### src/sv/vvfm_pkg.sv
// Shared types, codes and helper functions for the voxel visible face mask block.
package vvfm_pkg;

  // Field widths of the stream items.
  localparam int unsigned COORD_W = 4;
  localparam int unsigned DIR_W   = 3;
  localparam int unsigned MASK_W  = 6;
  localparam int unsigned COUNT_W = 3;
  localparam int unsigned TOTAL_W = 15;
  localparam int unsigned NUM_DIRS = 6;

  localparam logic [TOTAL_W-1:0] TOTAL_MAX = '1;

  // Item kinds carried on tuser.
  localparam logic [1:0] OP_WR_BLOCK  = 2'd0;
  localparam logic [1:0] OP_WR_BORDER = 2'd1;
  localparam logic [1:0] OP_CLASSIFY  = 2'd2;
  localparam logic [1:0] OP_CLEAR     = 2'd3;

  // Axis of a direction code, taken from its upper two bits.
  localparam logic [1:0] AXIS_Z = 2'd0;
  localparam logic [1:0] AXIS_Y = 2'd1;
  localparam logic [1:0] AXIS_X = 2'd2;

  // Where the bit for a neighbour comes from.
  typedef enum logic [1:0] {
    SRC_NONE,
    SRC_CUBE,
    SRC_BORDER
  } src_e;

  // Range flags produced by the neighbour address unit.
  typedef struct packed {
    logic centre_ok;
    logic plane_ok;
    logic nbr_in;
  } vvfm_flags_t;

  function automatic logic [COUNT_W-1:0] mask_ones(input logic [MASK_W-1:0] mask);
    logic [COUNT_W-1:0] cnt;
    cnt = '0;
    for (int i = 0; i < MASK_W; i++) begin
      cnt = cnt + COUNT_W'(mask[i]);
    end
    return cnt;
  endfunction

endpackage

### src/sv/vvfm_nbr.sv
// Shared neighbour address unit: one increment or decrement on the selected axis.
module vvfm_nbr import vvfm_pkg::*; #(
  parameter int unsigned CHUNK_EDGE = 16
) (
  input  logic [COORD_W-1:0]                    x_i,
  input  logic [COORD_W-1:0]                    y_i,
  input  logic [COORD_W-1:0]                    z_i,
  input  logic [DIR_W-1:0]                      dir_i,
  output vvfm_flags_t                           flags_o,
  output logic [3*$clog2(CHUNK_EDGE)-1:0]       centre_addr_o,
  output logic [3*$clog2(CHUNK_EDGE)-1:0]       nbr_addr_o,
  output logic [DIR_W+2*$clog2(CHUNK_EDGE)-1:0] border_addr_o
);

  localparam int unsigned Aw    = $clog2(CHUNK_EDGE);
  localparam logic [6:0]  EdgeW = 7'(CHUNK_EDGE);

  logic [1:0]         axis;
  logic               neg;
  logic [COORD_W-1:0] a_coord;
  logic [COORD_W:0]   n_coord;
  logic               n_ok;
  logic [COORD_W:0]   nx, ny, nz;
  logic [COORD_W-1:0] p_coord, q_coord;
  logic               x_ok, y_ok, z_ok, p_ok, q_ok;

  assign x_ok = 7'(x_i) < EdgeW;
  assign y_ok = 7'(y_i) < EdgeW;
  assign z_ok = 7'(z_i) < EdgeW;

  always_comb begin
    axis = dir_i[2:1];
    neg  = dir_i[0];
    case (axis)
      AXIS_Z:  a_coord = z_i;
      AXIS_Y:  a_coord = y_i;
      default: a_coord = x_i;
    endcase

    // The one adder of the unit: step the chosen axis by one.
    if (neg) begin
      n_coord = {1'b0, a_coord} - 5'd1;
      n_ok    = a_coord != '0;
    end else begin
      n_coord = {1'b0, a_coord} + 5'd1;
      n_ok    = 7'(n_coord) < EdgeW;
    end

    nx = {1'b0, x_i};
    ny = {1'b0, y_i};
    nz = {1'b0, z_i};
    case (axis)
      AXIS_Z:  nz = n_coord;
      AXIS_Y:  ny = n_coord;
      default: nx = n_coord;
    endcase

    // In-plane coordinates of the border plane facing this direction.
    case (axis)
      AXIS_Z: begin
        p_coord = x_i;
        q_coord = y_i;
        p_ok    = x_ok;
        q_ok    = y_ok;
      end
      AXIS_Y: begin
        p_coord = x_i;
        q_coord = z_i;
        p_ok    = x_ok;
        q_ok    = z_ok;
      end
      default: begin
        p_coord = y_i;
        q_coord = z_i;
        p_ok    = y_ok;
        q_ok    = z_ok;
      end
    endcase
  end

  assign flags_o.centre_ok = x_ok & y_ok & z_ok;
  assign flags_o.plane_ok  = (dir_i < DIR_W'(NUM_DIRS)) & p_ok & q_ok;
  assign flags_o.nbr_in    = n_ok;

  assign centre_addr_o = {Aw'(x_i), Aw'(y_i), Aw'(z_i)};
  assign nbr_addr_o    = {Aw'(nx), Aw'(ny), Aw'(nz)};
  assign border_addr_o = {dir_i, Aw'(p_coord), Aw'(q_coord)};

endmodule

### config.mk
export PLATFORM = sky130hd
export DESIGN_NAME = vvfm_nbr
export DESIGN_NICKNAME = d
export VERILOG_FILES = /design/src/sv/vvfm_pkg.sv /design/src/sv/vvfm_nbr.sv
export SDC_FILE = /design/constraint.sdc
export NUM_CORES = 1
export LEC_CHECK = 0
export ABC_AREA = 1
export BUFFER_PORTS_ARGS = -buffer_cell sky130_fd_sc_hd__buf_2
export CORE_MARGIN = 5
export CORE_UTILIZATION = 41
export DETAILED_ROUTE_END_ITERATION = 16
export GPL_TIMING_DRIVEN = 0
export PLACE_DENSITY = 0.89
export SYNTH_ARGS = -nofsm -noshare
export SYNTH_HDL_FRONTEND = slang
export SYNTH_SLANG_ARGS = --single-unit
### constraint.sdc
create_clock -name vclk -period 2.3
set_clock_uncertainty 0.05 [all_clocks]
set_input_delay 0.46 -clock vclk [all_inputs]
set_output_delay 0.46 -clock vclk [all_outputs]
set_load 0.01 [all_outputs]
* After elaboration in Yosys (flattened, before gate mapping)
Index checks and enable logic that the tools add are counted.
Storage, ports and cells: word-level logic and storage cells 16, register bits after elaboration 0, input port bits 15, output and inout bits 38
Operators by class: reduce and logical (&&, ||, !) cells 3, eq/ne operators 1, $add $sub $neg 2, order comparisons 2, multiplexer cells 8
Operators with widths (number):
- 4-bit 2-to-1 mux | 6
- 4-bit case mux with 2 select lines | 1
- 4-bit by 1-bit adder with 5-bit output (second input constant) | 1
- 5-bit < comparator (second input constant) | 1
- 4-bit nonzero test | 1
- 4-bit by 1-bit subtractor with 4-bit output (second input constant) | 1
- 3-bit < comparator (second input constant) | 1
- 2-bit by 1-bit == test with 1-bit output (second input constant) | 1
- 2-bit logical NOT | 1
- 2-bit OR reduction | 1
- 1-bit 2-to-1 mux | 1

* Logic depth before layout (Yosys ltp)
depth after elaboration 5, mapped depth 11, mapped depth without buffers 10

* Worst setup path after synthesis
Ideal clock, no wire load.
path kind input to output, start in dir_i[2], end out nbr_addr_o[1], slack 0.107 ns, stages on the path 8, data arrival time 1.683 ns, cell sequence buf_6 nor2_4 nand2_1 nand3_2 inv_2 ha_1 xnor2_1 o21ai_0
Between the ends: longest elaborated chain between the ends 5
RTL lines:
- start, declared | RTL line vvfm_nbr.sv:8 | input logic [DIR_W-1:0] dir_i,
- 2-bit by 1-bit == test with 1-bit output / 2-bit logical NOT (equally long branches) | RTL line vvfm_nbr.sv:34, vvfm_nbr.sv:52
- 4-bit case mux with 2 select lines | RTL line vvfm_nbr.sv:34 | case (axis)
- 4-bit by 1-bit adder with 5-bit output / 4-bit by 1-bit subtractor with 4-bit output (equally long branches) | RTL line vvfm_nbr.sv:45, vvfm_nbr.sv:42
- 4-bit 2-to-1 mux | RTL line vvfm_nbr.sv:41 | if (neg) begin
- 4-bit 2-to-1 mux * | RTL line vvfm_nbr.sv:52 | case (axis)
- end, declared | RTL line vvfm_nbr.sv:11 | output logic [3*$clog2(CHUNK_EDGE)-1:0] nbr_addr_o,
Every way passes the cells marked *; elsewhere a longest branch is shown, timed or not.

* Worst setup path after layout
start in dir_i[1], end out flags_o[0] (netlist name)
Between the ends: longest elaborated chain between the ends 5
RTL lines:
- 2-bit by 1-bit == test with 1-bit output / 2-bit logical NOT (equally long branches) | RTL line vvfm_nbr.sv:34
- 4-bit case mux with 2 select lines * | RTL line vvfm_nbr.sv:34
- 4-bit by 1-bit adder with 5-bit output | RTL line vvfm_nbr.sv:45 | n_coord = {1'b0, a_coord} + 5'd1;
- 5-bit < comparator | RTL line vvfm_nbr.sv:46 | n_ok = 7'(n_coord) < EdgeW;
- 1-bit 2-to-1 mux * | RTL line vvfm_nbr.sv:41
- end, declared | RTL line vvfm_nbr.sv:9 | output vvfm_flags_t flags_o,
Marks and branches as above.

==> impl_metrics.toml <==
[clock_tree]
cts.hold.buffers_added = 0

[pwr]
clock_power_share_pct = 0
p_comb_share_pct = 100.0
vdd.ir_drop.worst_mv = 0.134
power.net_switching_uw = 132
fin_total_pwr_uw = 239
p_sw_share_pct = 55.2
cellLeakagePower_nw = 0.594
power_frac_seq_pct = 0
pwr_density_cell_nw_per_um2 = 250
internal-power_uw = 107

[cells_and_area]
finish.utilization_pct = 65.1
multi_input_comb_area_um2 = 449
final.fill_count = 133
num-clock-buffers = 0
final_area_um2 = 957
area_delta_synth_final_pct = 53.9
num-nets-final = 182
drive_above_1_share_pct = 60.1
layout.sequential_cells = 0
sequential_cell_area_um2 = 0
antenna_cells = 0

[critical_path]
cp-endpoint = "flags_o[0]"
cp.required_ns = 1.79
criticalPathCategory = "in2out"
crit_fanout = 7
worst_ep_arrival_time_ns = 1.71
critical_path.endpoint_type = "output port"
crit_path_start_kind = "primary input"
timing.critical_path.from = "dir_i[1]"

[global_routing]
grt_pass1_wl_mm = 3.21
number_of_antenna_violations_at_the_first_check_in_global_routing = 0
grt_overflow = 0
grt_pass1_vias = 803
grt_usage_pct = 15.1
grt_start_max_net_pins = 11

[detailed_routing]
post-route-drc-count = 0
detailedRoute.firstPassIterationCount = 4
drt-wirelength-per-cell_um = 11.2
detail_route.iter0.violations = 9
antenna_left = 0
vias_per_cell = 4.88
dr_total_vias = 874
finalWirelength_mm = 2.00

[floorplanning]
die_area_um2 = 2400
die_height_um = 48.9
die_width_um = 48.9
core_um2 = 1470
count_of_standard_cell_rows = 14
initial_standard_cell_utilization_of_the_core_pct = 42.3
top_level_ports = 53

[place]
standard_cell_area_after_detailed_placement_um2 = 897
place_hpwl_mm = 1.56
port_buffers = 51
gp_congestion = 0.780

[timing]
layout_worst_path_cycle_share_pct = 96.6
final_max_slew_viol_count = 0
final_period_minus_worst_setup_slack_ns = 2.22
setup_viol = 0
fmaxAchievable_mhz = 450
fin_setup_tns_ns = 0
final_hold_viol_count = 0

[synthesis]
most_common_cell_in_the_synthesized_netlist = "nand2_1"
synth.top_cell.area_share_pct = 20.5
mapped_cell_area_um2 = 622
yosysWarnings = 0
synth_top_cell_by_area = "buf_4"
synthDistinctLibCells = 20
avgSynthCellArea_um2 = 5.81
synth_top_cells_by_count = "nand2_1 (27), buf_4 (17), o21ai_0 (14)"
postSynthCellCount = 107
ys_seq_area_share_pct = 0
postSynthNetCount = 124
synth.top_cells.by_area = "buf_4 (21%), nand2_1 (16%), o21ai_0 (11%)"

[min_path]
timing.hold.worst.class = "in2out"
hold_path_startpoint = "dir_i[2]"

[flow_run]
drv_cap = 0

[run_status]
status = "complete, no violations"
-- layout by cell type (no fill, tap or decap), drive strengths merged, types with 2 or more instances in the layout --
master / n
nor2: 2
nand2: 34
nand3: 15
buf: 74
inv: 13
ha: 2
o21ai: 16
-- cells by family after synthesis --
kind of cell / count (synthesis) / share of synthesized area (%)
simple gates: 52 / 46.9
compound gates: 18 / 15.7
fa+ha+maj: 2 / 4.02
xor+xnor: 1 / 1.41
other cells: 1 / 0.603
buf+inv: 33 / 31.4
-- power groups by stage --
stage | Combinational [mW] | Sequential, mW | Clock (mW)
after floorplan | 0.138 | 0 | 0
after global placement | 0.214 | 0 | 0
after detailed placement | 0.219 | 0 | 0
after CTS | 0.222 | 0 | 0
after global routing | 0.264 | 0 | 0
final | 0.239 | 0 | 0
-- how the worst min path moves through the flow --
| stage | endpoint | slack [ns] | depth (start not counted) |
|---|---|---|---|
| 6_report | border_addr_o[10] | 1.05 | 2 |
| 3_3_place_gp | border_addr_o[10] | 1.06 | 2 |
| 4_1_cts | border_addr_o[10] | 1.06 | 2 |
| 2_1_floorplan | flags_o[1] | 0.94 | 1 |
| 5_1_grt | border_addr_o[10] | 1.07 | 2 |
| 3_5_place_dp | border_addr_o[10] | 1.06 | 2 |
-- worst max-delay path, stage by stage --
cell and delay, ns:
buf_2 0.15, nor2_4 0.14, nand2_2 0.08, nand3_4 0.09, ha_1 0.17, nand2_2 0.08
o31a_1 0.29, buf_4 0.12, buf_2 0.13
-- routing by layer --
metal / wire length [um] / up-vias / global-route usage, %
met5: 0 / - / 0
met4: 36 / 0 / 3.14
met2: 1000 / 46 / 29.3
met1: 784 / 380 / 16.5
li1: - / 442 / -
met3: 171 / 6 / 3.06
-- final cells by class --
| type | count | area share (%) |
|---|---|---|
| multi-input cells | 74 | 46.9 |
| repair buffers | 56 | 30.6 |
| plain buffers | 19 | 14.9 |
| inverters | 14 | 5.49 |
| well taps | 16 | 2.09 |
-- repair_timing --
item,4_1_cts,5_1_grt
hold endpoints to repair,0,0
setup buffers,2,3
gates resized for setup,0,5
endpoints found under the setup margin,4,5
pin swaps,1,1
-- per-stage QoR --
step	setup slack, ns	cells	hold slack [ns]
after floorplan	0.107	107	0.941
after global routing	-0.00183	179	1.07
after CTS	0.00950	176	1.06
after detailed placement	-0.0474	174	1.06
final	0.0793	179	1.05
after global placement	-0.0426	174	1.06
Note: power is estimated with default switching activity, not from simulation.
