## config.mk

```make
export PLATFORM = sky130hd
export DESIGN_NAME = vvfm_ram
export DESIGN_NICKNAME = d
export VERILOG_FILES = /design/src/sv/vvfm_ram.sv
export SDC_FILE = /design/constraint.sdc
export NUM_CORES = 1
export LEC_CHECK = 0
export BUFFER_PORTS_ARGS = -buffer_cell sky130_fd_sc_hd__buf_2
export CORE_MARGIN = 1.5
export CORE_UTILIZATION = 52
export DETAILED_ROUTE_END_ITERATION = 10
export PLACE_DENSITY = 0.79
export SYNTH_ARGS = -nofsm -noshare
export SYNTH_HDL_FRONTEND = slang
export SYNTH_SLANG_ARGS = --single-unit
```

## constraint.sdc

```tcl
create_clock -name clk_i -period 1.4 [get_ports clk_i]
set_clock_uncertainty 0.1 [all_clocks]
set_input_delay 0.07 -clock clk_i [delete_from_list [all_inputs] [get_ports clk_i]]
set_output_delay 0.07 -clock clk_i [all_outputs]
set_load 0.005 [all_outputs]
```

## src/sv/vvfm_ram.sv

```systemverilog
// Generic single-write, single-read RAM with a registered read port.
module vvfm_ram #(
  parameter int unsigned WIDTH = 1,
  parameter int unsigned DEPTH = 16
) (
  input  logic                       clk_i,
  input  logic                       we_i,
  input  logic [$clog2(DEPTH)-1:0]   waddr_i,
  input  logic [WIDTH-1:0]           wdata_i,
  input  logic [$clog2(DEPTH)-1:0]   raddr_i,
  output logic [WIDTH-1:0]           rdata_o
);

  logic [WIDTH-1:0] mem [DEPTH];
  logic [WIDTH-1:0] rdata_q;

  always_ff @(posedge clk_i) begin
    if (we_i) begin
      mem[waddr_i] <= wdata_i;
    end
    rdata_q <= mem[raddr_i];
  end

  assign rdata_o = rdata_q;

endmodule

```

Word-level counts from Yosys, hierarchy flattened
Memories as Yosys holds them, arrays and structs flattened. A register that Yosys moved wholly into a read port is not among the register bits.
Cells that the tools add are included.
W data, S select, Z words.
{"block": "totals", "register_bits": 0, "ram_bits": 16, "word_cells": 3, "n_memories": 1}
{"block": "op_classes", "mux": 2}
{"name": "mem", "words": 16, "width": 1, "rd": 1, "rd_clocked_by_memory_dff": 1, "wr": 1, "line_no": "14", "source": "logic [WIDTH-1:0] mem [DEPTH];"}
{"operator": "$mux W1", "count": 2}

Longest topological paths before layout
Gate-level depths: netlist of run 1.
{"block": "logic_depth", "ltp_word": 2, "depth_mapped": 3, "depth_no_buf": 3}

Worst setup path before layout of run 1
OpenSTA, ideal clock, no wires.
{"block": "synth_timing", "path_type": "flip-flop to flip-flop", "startpoint": "memory mem[13]", "endpoint": "register rdata_q, in the netlist rdata_o, read port of mem", "arrival_ns": 1.013, "slack_ns": 0.165, "stages_incl_launch_ff": 4, "n_path_buf": 0, "period_less_slack_ns": 1.235, "path_cell_list": "edfxtp_1 mux4_1 mux2i_1 mux2i_1"}
{"element": "start: declaration", "line_no": "14"}
{"element": "end: declaration", "line_no": "15", "source": "logic [WIDTH-1:0] rdata_q;"}

==> metrics, run 1 <==
Root Buffer=clkbuf_4; Cell Rows=13; Adder-Cell Fraction of Synth Area=0%; CTS tree=built; Post-Syn Area=746 sq um; DR iter-0 viols=14; TritonCTS Buffers=3; Critical R2R Capture=rdata_o; Pleak=0.303 nW; power density cells=1050 nW/um^2; worst path required time=1.48 ns; Post-synth top cells=edfxtp_1 (16), nor2_1 (12), mux4_1 (4), nor3_1 (4), mux2i_1 (3); #FFs+latches synth=17; RD Place Congestion=0.716; HP Class=in2reg; Antenna Nets Post-Route=0; Worst Hold Path Cells=3; CP Launch Type=flop; area grow syn2layout=14.3%; Die X-Extent=40.9 um; largest area contributor in the netlist=edfxtp_1; largest family of logic cells by synthesized area=multiplexers; CP arrival=1.41 ns; number of distinct library cells after synthesis=11; Tcrit/Tclk final=95.1%; Post-synth ARST share=0%; dpl hpwl=871 um; input/output buffers=11; number of setup buffers added after CTS=0; crit path cell chain=mux4_2, mux2i_1, mux2i_1; Ys Warns=0; core area=1320 sq um; max-slew violations=0; Synth Area in Simple Gates=14.8%; vias per cell=5.76; Seq/Total Area, Yosys=67.1%; Slew headroom=85.0%; Setup CP Type=reg2reg; XOR/XNOR Fraction of Synth Area=0%; top cell type's share of synthesized area=64.4%; later-pin clock latency in the skew report=0.28 ns; via total after detailed routing=449; RSZ-0062 raised after global routing=no; initial antenna violation count=0; number of enable flip-flop cells after synthesis=16; Post-Synthesis Cells=47; pre-CTS WS=-0.00376 ns; status=finished, final reports clean; Peak VDD IR=673 uV; Slew @ Worst Pin=0.224 ns; Hold WS=0.0141 ns; # nets final=75; clk buf depth=2; Post-Syn Area per Cell=15.9 sq um; Hold EP=rdata_o; proportion of synthesized area in mux cells=18.1%; remaining global-route overflow=0; Period minus WS final=1.33 ns; Reg clk slew, reported paths=0.09 ns; Area contributors post-synth=edfxtp_1 (64%), mux4_1 (14%), nor2_1 (6.0%); Routed wire per std cell=14.6 um; Main synth FF type=edfxtp_1; largest net degree at the start of global routing=17; number of clock sinks=17; first-pass GRT wire length=1840 um; residual DRC count=0; final std cells w/o fill=78; Fin Setup TNS=0 ns; die area=1670 sq um; dpl cells=73; vias in the first global route=452; drt first pass iters=4; H-tree levels=1; Setup WS post-layout=0.0686 ns; starting density of the core=56.6%; GRT Overall Usage=18.9%; WL final=1140 um; f_max=751 MHz; Synth Area in Compound Gates=0%; # diodes=0; reg2reg path depth=3; cell repeated most along the worst path=mux2i_1; Hold Fails Final Rpt=0; share of layout cells above drive strength 1=25.4%; Syn Nets=58; final setup fails=0; Hold Path Origin=raddr_i[3]; Critical Path Max Stage Delay=0.48 ns; Worst R2R Start=mem[8]; total power=0.898 mW; Maximum Capacitance Violations=0; Setup crit end kind=flop; IO Count=12; Worst R2R Setup Slack=0.07 ns; Worst path slowest cell=mux4_2; Die Y=40.9 um; Critical Path Fanout Max=1; most common cell in the netlist=edfxtp_1
-- worst max-delay path by stage --
stage | startpoint | to | slack (ns) | cells past startpoint
after global placement | mem[9] | rdata_o | 0.09 | 3
after floorplan | mem[13] | rdata_o | 0.17 | 3
after CTS | mem[8] | rdata_o | 0.05 | 3
after global routing | mem[13] | rdata_o | 0.02 | 3
after detailed placement | mem[9] | rdata_o | -0.004 | 3
final | mem[8] | rdata_o | 0.07 | 3
-- critical path: cells and delay by family (launching register included) --
family / cells / cell delay [ns]
multiplexers: 3 / 0.72
flip-flops: 1 / 0.41
-- registers in the layout, indices dropped and copies added (netlist names) --
register and flops:
rdata_o 1, mem 16
-- cell type report --
type | instances | area [sq um]
multi-input cells | 30 | 241
flip-flops and latches | 17 | 500
well taps | 15 | 18.8
repair buffers | 12 | 65.1
fillers | 94 | 465
clock buffers | 4 | 26.3
-- cell usage in the layout (no fill, tap or decap) --
cell and instances:
edfxtp_1 16, nor2_1 12, buf_2 11, nor3_1 4
mux4_1 3, mux2i_1 3, clkbuf_4 3, nand3b_1 2
nand2b_1 2, nand2_1 1, nand3_1 1, or3b_2 1
mux4_2 1, clkbuf_1 1, dlygate4sd3_1 1, dfxtp_1 1
-- layer usage --
layer  global-route usage (%)  wire, um  up-vias
met4                     12.5         2        0
met1                     20.8       462      214
met3                     4.89        45        2
li1                         -         -      217
met2                     31.6       626       16
met5                        0         0        -
-- kinds of logic after synthesis --
| logic type | Yosys count |
|---|---|
| DFF | 17 |
| and+or+nand+nor | 23 |
| muxes | 7 |
-- metrics by stage --
| stage | cell area [sq um] | util, % |
|---|---|---|
| after floorplan | 746 | - |
| after global placement | 820 | 62.2 |
| after detailed placement | 820 | 62.2 |
| after CTS | 852 | 64.7 |
| after global routing | 852 | 64.7 |
| final | 852 | 64.7 |
-- where the power goes --
part / internal (mW) / switching (mW)
Combinational: 0.0371 / 0.0394
Sequential: 0.568 / 0.00302
Clock: 0.111 / 0.139
Total: 0.716 / 0.182
-- timing repair --
action	CTS	global route
endpoints found under the hold margin	1	0
endpoints found under the setup margin	1	0
hold buffers	1	0
gates resized for setup	1	0
Note: power is estimated with default switching activity, not from simulation.
==> inputs of run 2 (changes only) <==
Settings changed: ABC_AREA set to 1, CORE_UTILIZATION 52 to 54, CTS_CLUSTER_SIZE set to 16, PLACE_DENSITY 0.79 to 0.81.
==> run 2 against run 1 <==
  * Clock-buffer cell count fell by 1
  * Worst hold slack better by 0.032 ns
  * Clock power about the same
  * Sequential share of layout area is 6.5 points lower
  * Register-to-register slack gained 0.36 ns
  * Largest power group unchanged
  * Critical endpoint unchanged
==> metrics, run 2 <==
status=finished, final reports clean; #FFs+latches synth=17 (unchanged); CTS resizes=0 (-1); # diodes=0 (unchanged); Seq/Total Area, Yosys=59.1% (-8.0 points); most common cell in the netlist=nand2_1; later-pin clock latency in the skew report=0.28 ns (about the same); Peak VDD IR=656 uV (-2.5%); commonest non-fill, non-tap cell in the layout=nand2_1; power density cells=957 nW/um^2 (-9.1%); Int Pwr=0.710 mW (-0.74%); Worst R2R Setup Slack=0.43 ns (+0.36 ns); Post-synth ARST share=0% (unchanged); reg2reg path depth=6 (+3); starting density of the core=56.9% (+0.29 points); core area=1490 sq um (+13%); via total after detailed routing=622 (+39%); Root Buffer=clkbuf_4; largest net degree at the start of global routing=17 (unchanged); max reg flops=16 (unchanged); first-pass GRT wire length=2090 um (+14%); Post-Synthesis Cells=96 (+100%); area grow syn2layout=13.1%; Most flops, register=mem; CP Launch Type=flop; Fin Setup TNS=0 ns (unchanged); Slew headroom=83.8% (-1.1 points); Critical Path Fanout Max=1 (unchanged); Maximum Capacitance Violations=0 (unchanged); TritonCTS Buffers=3 (unchanged); clk buf depth=2 (unchanged); DR iter-0 viols=17 (+3); top cell type's share of synthesized area=56.7% (-7.7 points); commonest cells after routing, fill and taps aside=nand2_1 (24), inv_1 (19), edfxtp_1 (16); clock share of power=27.0% (-0.9 points); WL final=1250 um (+10%); Reg clk slew, reported paths=0.09 ns (about the same); RSZ-0062 raised after global routing=no; Antenna Nets Post-Route=0 (unchanged); Syn Nets=107 (+84%); Area contributors post-synth=edfxtp_1 (57%), nand2_1 (11%), inv_1 (8.4%); Final Util=64.4% (-0.30 points); Hold Fails Final Rpt=0 (unchanged); Tcrit/Tclk final=69.4% (-26 points); Post-Syn Area per Cell=8.82 sq um (-44%); CP arrival=1.06 ns (-0.35 ns); final instance area=958 sq um (+12%); # nets final=124 (+65%); Die X-Extent=42.6 um (+4.2%); f_max=1030 MHz (+37%); Logic pwr share=10.8% (+2.3 points); number of enable flip-flop cells after synthesis=16 (unchanged); Pleak=0.442 nW (+46%); Die Y=42.6 um (+4.2%); total power=0.917 mW (+2.2%); max-slew violations=0 (unchanged); die area=1820 sq um (+8.7%); dpl hpwl=965 um (+11%); H-tree levels=1 (unchanged); worst path required time=1.49 ns (about the same); Cell Rows=14 (+1); GRT Overall Usage=15.6% (-3.2 points); RD Place Congestion=0.842 (+18%); HP Class=in2reg; DP Area=911 sq um (+11%); Worst Hold Path Cells=1 (-2); Ys Warns=0 (unchanged); CTS tree=built; vias per cell=4.86 (-16%); IO Count=12 (unchanged); input/output buffers=11 (unchanged); Main synth FF type=edfxtp_1; Seq pwr share=62.2% (-1.4 points); remaining global-route overflow=0 (unchanged); Period minus WS final=0.971 ns (-0.360 ns); Setup crit end kind=flop; Post-synth top cells=nand2_1 (24), inv_1 (19), edfxtp_1 (16); sw power=0.207 mW (+14%); drt first pass iters=4 (unchanged); largest area contributor in the netlist=edfxtp_1; vias in the first global route=570 (+26%); Switching Fraction=22.6% (+2.3 points); number of clock sinks=17 (unchanged); Slew @ Worst Pin=0.241 ns (+0.0168 ns); final setup fails=0 (unchanged); Post-Syn Area=847 sq um (+14%); residual DRC count=0 (unchanged); Routed wire per std cell=9.80 um (-33%); initial antenna violation count=0 (unchanged); share of layout cells above drive strength 1=17.9% (-7.5 points); number of distinct library cells after synthesis=11 (unchanged); Setup CP Type=reg2reg
==> run 2: final cells by class <==
class,instances,area [sq um]
Fill cell,133,531
Inverter,21,86.3
Sequential cell,17,500
Clock buffer,3,22.5
Tap cell,16,20.0
Clock inverter,1,5.00
Multi-Input combinational cell,57,249
Timing Repair Buffer,13,75.1
==> run 2: logic make-up after synthesis <==
family	synth area share, %
flip-flops	59.1
AND/OR/NAND/NOR	29.4
buffers and inverters	11.5
==> run 2: critical path, cell delays in order (launching register included) <==
cell	delay, ns
edfxtp_1	0.36
inv_1	0.07
nand2_1	0.05
nand3_1	0.09
nand3_1	0.09
nand3_1	0.09
nand2_1	0.04
==> run 2: final timing paths <==
check	from	to
setup / recovery	mem[9]	rdata_o
hold / removal	wdata_i	mem[7]
setup reg to reg	mem[9]	rdata_o
hold reg to reg	mem[12]	rdata_o
==> run 2: metal layers <==
metal / share of wire (%) / global-route usage [%]
met5: 0 / 0
met2: 46 / 24.9
met1: 49 / 19.7
met3: 3.9 / 2.59
met4: 0.80 / 10.0
==> run 2: power by group through the flow <==
stage	registers (mW)	clock network (mW)	logic, mW
floorplan	0.583	0	0.0588
global placement	0.582	0	0.0915
detailed placement	0.582	0	0.0943
CTS	0.570	0.255	0.0989
global route	0.572	0.272	0.112
finish	0.570	0.248	0.0990
==> run 2: timing repair <==
item	in CTS	in global routing
setup buffers	0	0
hold buffers	2	0
hold endpoints to repair	1	0
==> run 2: metrics by stage <==
| stage | hold WS (ns) | instances | worst slack [ns] |
|---|---|---|---|
| 6_report | 0.0465 | 128 | 0.429 |
| 5_1_grt | 0.0482 | 128 | 0.314 |
| 4_1_cts | 0.0378 | 128 | 0.427 |
| 3_5_place_dp | 0.219 | 122 | 0.378 |
| 3_3_place_gp | 0.205 | 122 | 0.422 |
| 2_1_floorplan | 0.0689 | 96 | 0.512 |
==> inputs of run 3 (changes only) <==
Clock period 1.4 ns to 0.9 ns, I/O delays scaled along.
==> run 3 against run 2 <==
  * The flow now finishes with violations (negative setup slack)
  * Critical endpoint unchanged
  * Critical path depth did not move
  * Utilization rose by 0.25 points
  * Die area did not move
  * First-iteration DRC count fell by 5.9%
==> metrics, run 3 (synthesis gave the netlist of run 2 again) <==
RD Place Congestion=0.848 (+0.75%); Worst Hold Path Cells=1 (unchanged); GRT Overall Usage=16.2% (+0.53 points); clk buf depth=2 (unchanged); Worst R2R Start=mem[6]; Hold WS=0.0184 ns (-0.0281 ns); residual DRC count=0 (unchanged); status=finished with violations; Tcrit/Tclk final=106% (+37 points); CP Launch Type=flop; Routed wire per std cell=10.2 um (+4.1%); Slew headroom=85.0% (+1.2 points); Fin Setup TNS=-0.0575 ns (-0.0575 ns); Logic pwr share=10.7% (about the same); CTS tree=built; CP arrival=1.06 ns (about the same); Maximum Capacitance Violations=0 (unchanged); drt first pass iters=4 (unchanged); Setup WS post-layout=-0.0575 ns (-0.487 ns); Int Pwr=1.11 mW (+57%); vias in the first global route=512 (-10%); Setup crit end kind=flop; Critical Path Fanout Max=1 (unchanged); worst path required time=1.00 ns (-0.49 ns); later-pin clock latency in the skew report=0.29 ns (about the same); Hold Path Origin=wdata_i; Period minus WS final=0.958 ns (-0.0134 ns); HP Class=in2reg; WL final=1310 um (+4.1%); number of setup buffers added after CTS=0 (unchanged); Slew @ Worst Pin=0.225 ns (-0.0154 ns); IO Count=12 (unchanged); Switching Fraction=22.8% (+0.20 points); sw power=0.328 mW (+58%); H-tree levels=1 (unchanged); Die X-Extent=42.6 um (unchanged); dpl hpwl=961 um (-0.37%); Most flops, register=mem; input/output buffers=11 (unchanged); Root Buffer=clkbuf_4; initial antenna violation count=0 (unchanged); Hold Fails Final Rpt=0 (unchanged); f_max=1040 MHz (+1.4%); Reg clk slew, reported paths=0.09 ns (about the same); Seq pwr share=61.6% (-0.6 points); starting density of the core=56.9% (unchanged); number of clock sinks=17 (unchanged); Peak VDD IR=1030 uV (+56%); RSZ-0062 raised after global routing=yes; remaining global-route overflow=0 (unchanged); critical path startpoint=mem[6]; DR iter-0 viols=16 (-1); die area=1820 sq um (unchanged); Setup CP Type=reg2reg; area grow syn2layout=13.6%; core area=1490 sq um (unchanged); Pleak=0.441 nW (-0.13%); first-pass GRT wire length=2010 um (-3.6%); Cell Rows=14 (unchanged); Die Y=42.6 um (unchanged); largest net degree at the start of global routing=17 (unchanged); # diodes=0 (unchanged); commonest cells after routing, fill and taps aside=nand2_1 (24), inv_1 (19), edfxtp_1 (16); clock share of power=27.7% (+0.7 points); vias per cell=4.90 (+0.80%); Antenna Nets Post-Route=0 (unchanged); power density cells=1500 nW/um^2 (+57%); # nets final=124 (unchanged); final setup fails=1 (+1); max-slew violations=0 (unchanged); pre-CTS WS=-0.0713 ns (-0.449 ns); reg2reg path depth=6 (unchanged); share of layout cells above drive strength 1=17.9% (unchanged); via total after detailed routing=627 (+0.80%); failing checks=negative setup slack; max reg flops=16 (unchanged); TritonCTS Buffers=3 (unchanged); commonest non-fill, non-tap cell in the layout=nand2_1
==> run 3: cell types whose count changed in the layout (fill, tap and decap cells not counted) <==
| cell | before | now |
|---|---|---|
| nand3_1 | 14 | 13 |
| nand3_2 | 0 | 1 |
| clkbuf_1 | 0 | 1 |
| clkinv_2 | 1 | 0 |
==> run 3: area by class of cell <==
cell class                      instances  area (sq um)
Multi-Input combinational cell         57           254
Sequential cell                        17           500
Tap cell                               16          20.0
Fill cell                             121           527
Inverter                               21          86.3
Clock buffer                            4          26.3
Timing Repair Buffer                   13          75.1
==> run 3: power by group through the flow <==
stage | combinational, mW | clock [mW] | sequential [mW]
2_1_floorplan | 0.0915 | 0 | 0.906
3_5_place_dp | 0.146 | 0 | 0.906
6_report | 0.154 | 0.400 | 0.888
4_1_cts | 0.154 | 0.414 | 0.888
3_3_place_gp | 0.142 | 0 | 0.906
5_1_grt | 0.174 | 0.434 | 0.890
==> run 3: critical path, stage by stage, from the launching register on <==
cell and delay [ns]:
edfxtp_1 0.40, inv_1 0.08, nand2_2 0.05, nand3_1 0.05
nand3_1 0.07, nand3_1 0.07, nand2_1 0.05
==> run 3: final timing paths <==
| kind | end | slack [ns] |
|---|---|---|
| min | mem[6] | 0.02 |
| max reg2reg | rdata_o | -0.06 |
| min reg2reg | rdata_o | 0.58 |
| max | rdata_o | -0.06 |
==> run 3: per-layer routing <==
metal	up-vias	track usage (%)	wire [um]	part of all wire (%)
met2	23	25.2	592	45
met1	258	18.2	583	45
met5	-	0	0	0
met4	0	14.4	60	4.6
li1	339	-	-	-
met3	7	3.88	69	5.3
==> run 3: repair_timing <==
action | 4_1_cts | 5_1_grt
hold buffers | 2 | 0
pin swaps | 1 | 2
hold endpoints to repair | 1 | 0
endpoints found under the setup margin | 1 | 1
resized for setup | 1 | 0
==> run 3: metrics by stage <==
step / instance area [sq um] / std cells / total power [mW] / util (%)
floorplan: 847 / 96 / 0.998 / -
global placement: 911 / 122 / 1.05 / 61.2
detailed placement: 911 / 122 / 1.05 / 61.2
CTS: 962 / 128 / 1.46 / 64.6
global route: 962 / 128 / 1.50 / 64.6
finish: 962 / 128 / 1.44 / 64.6
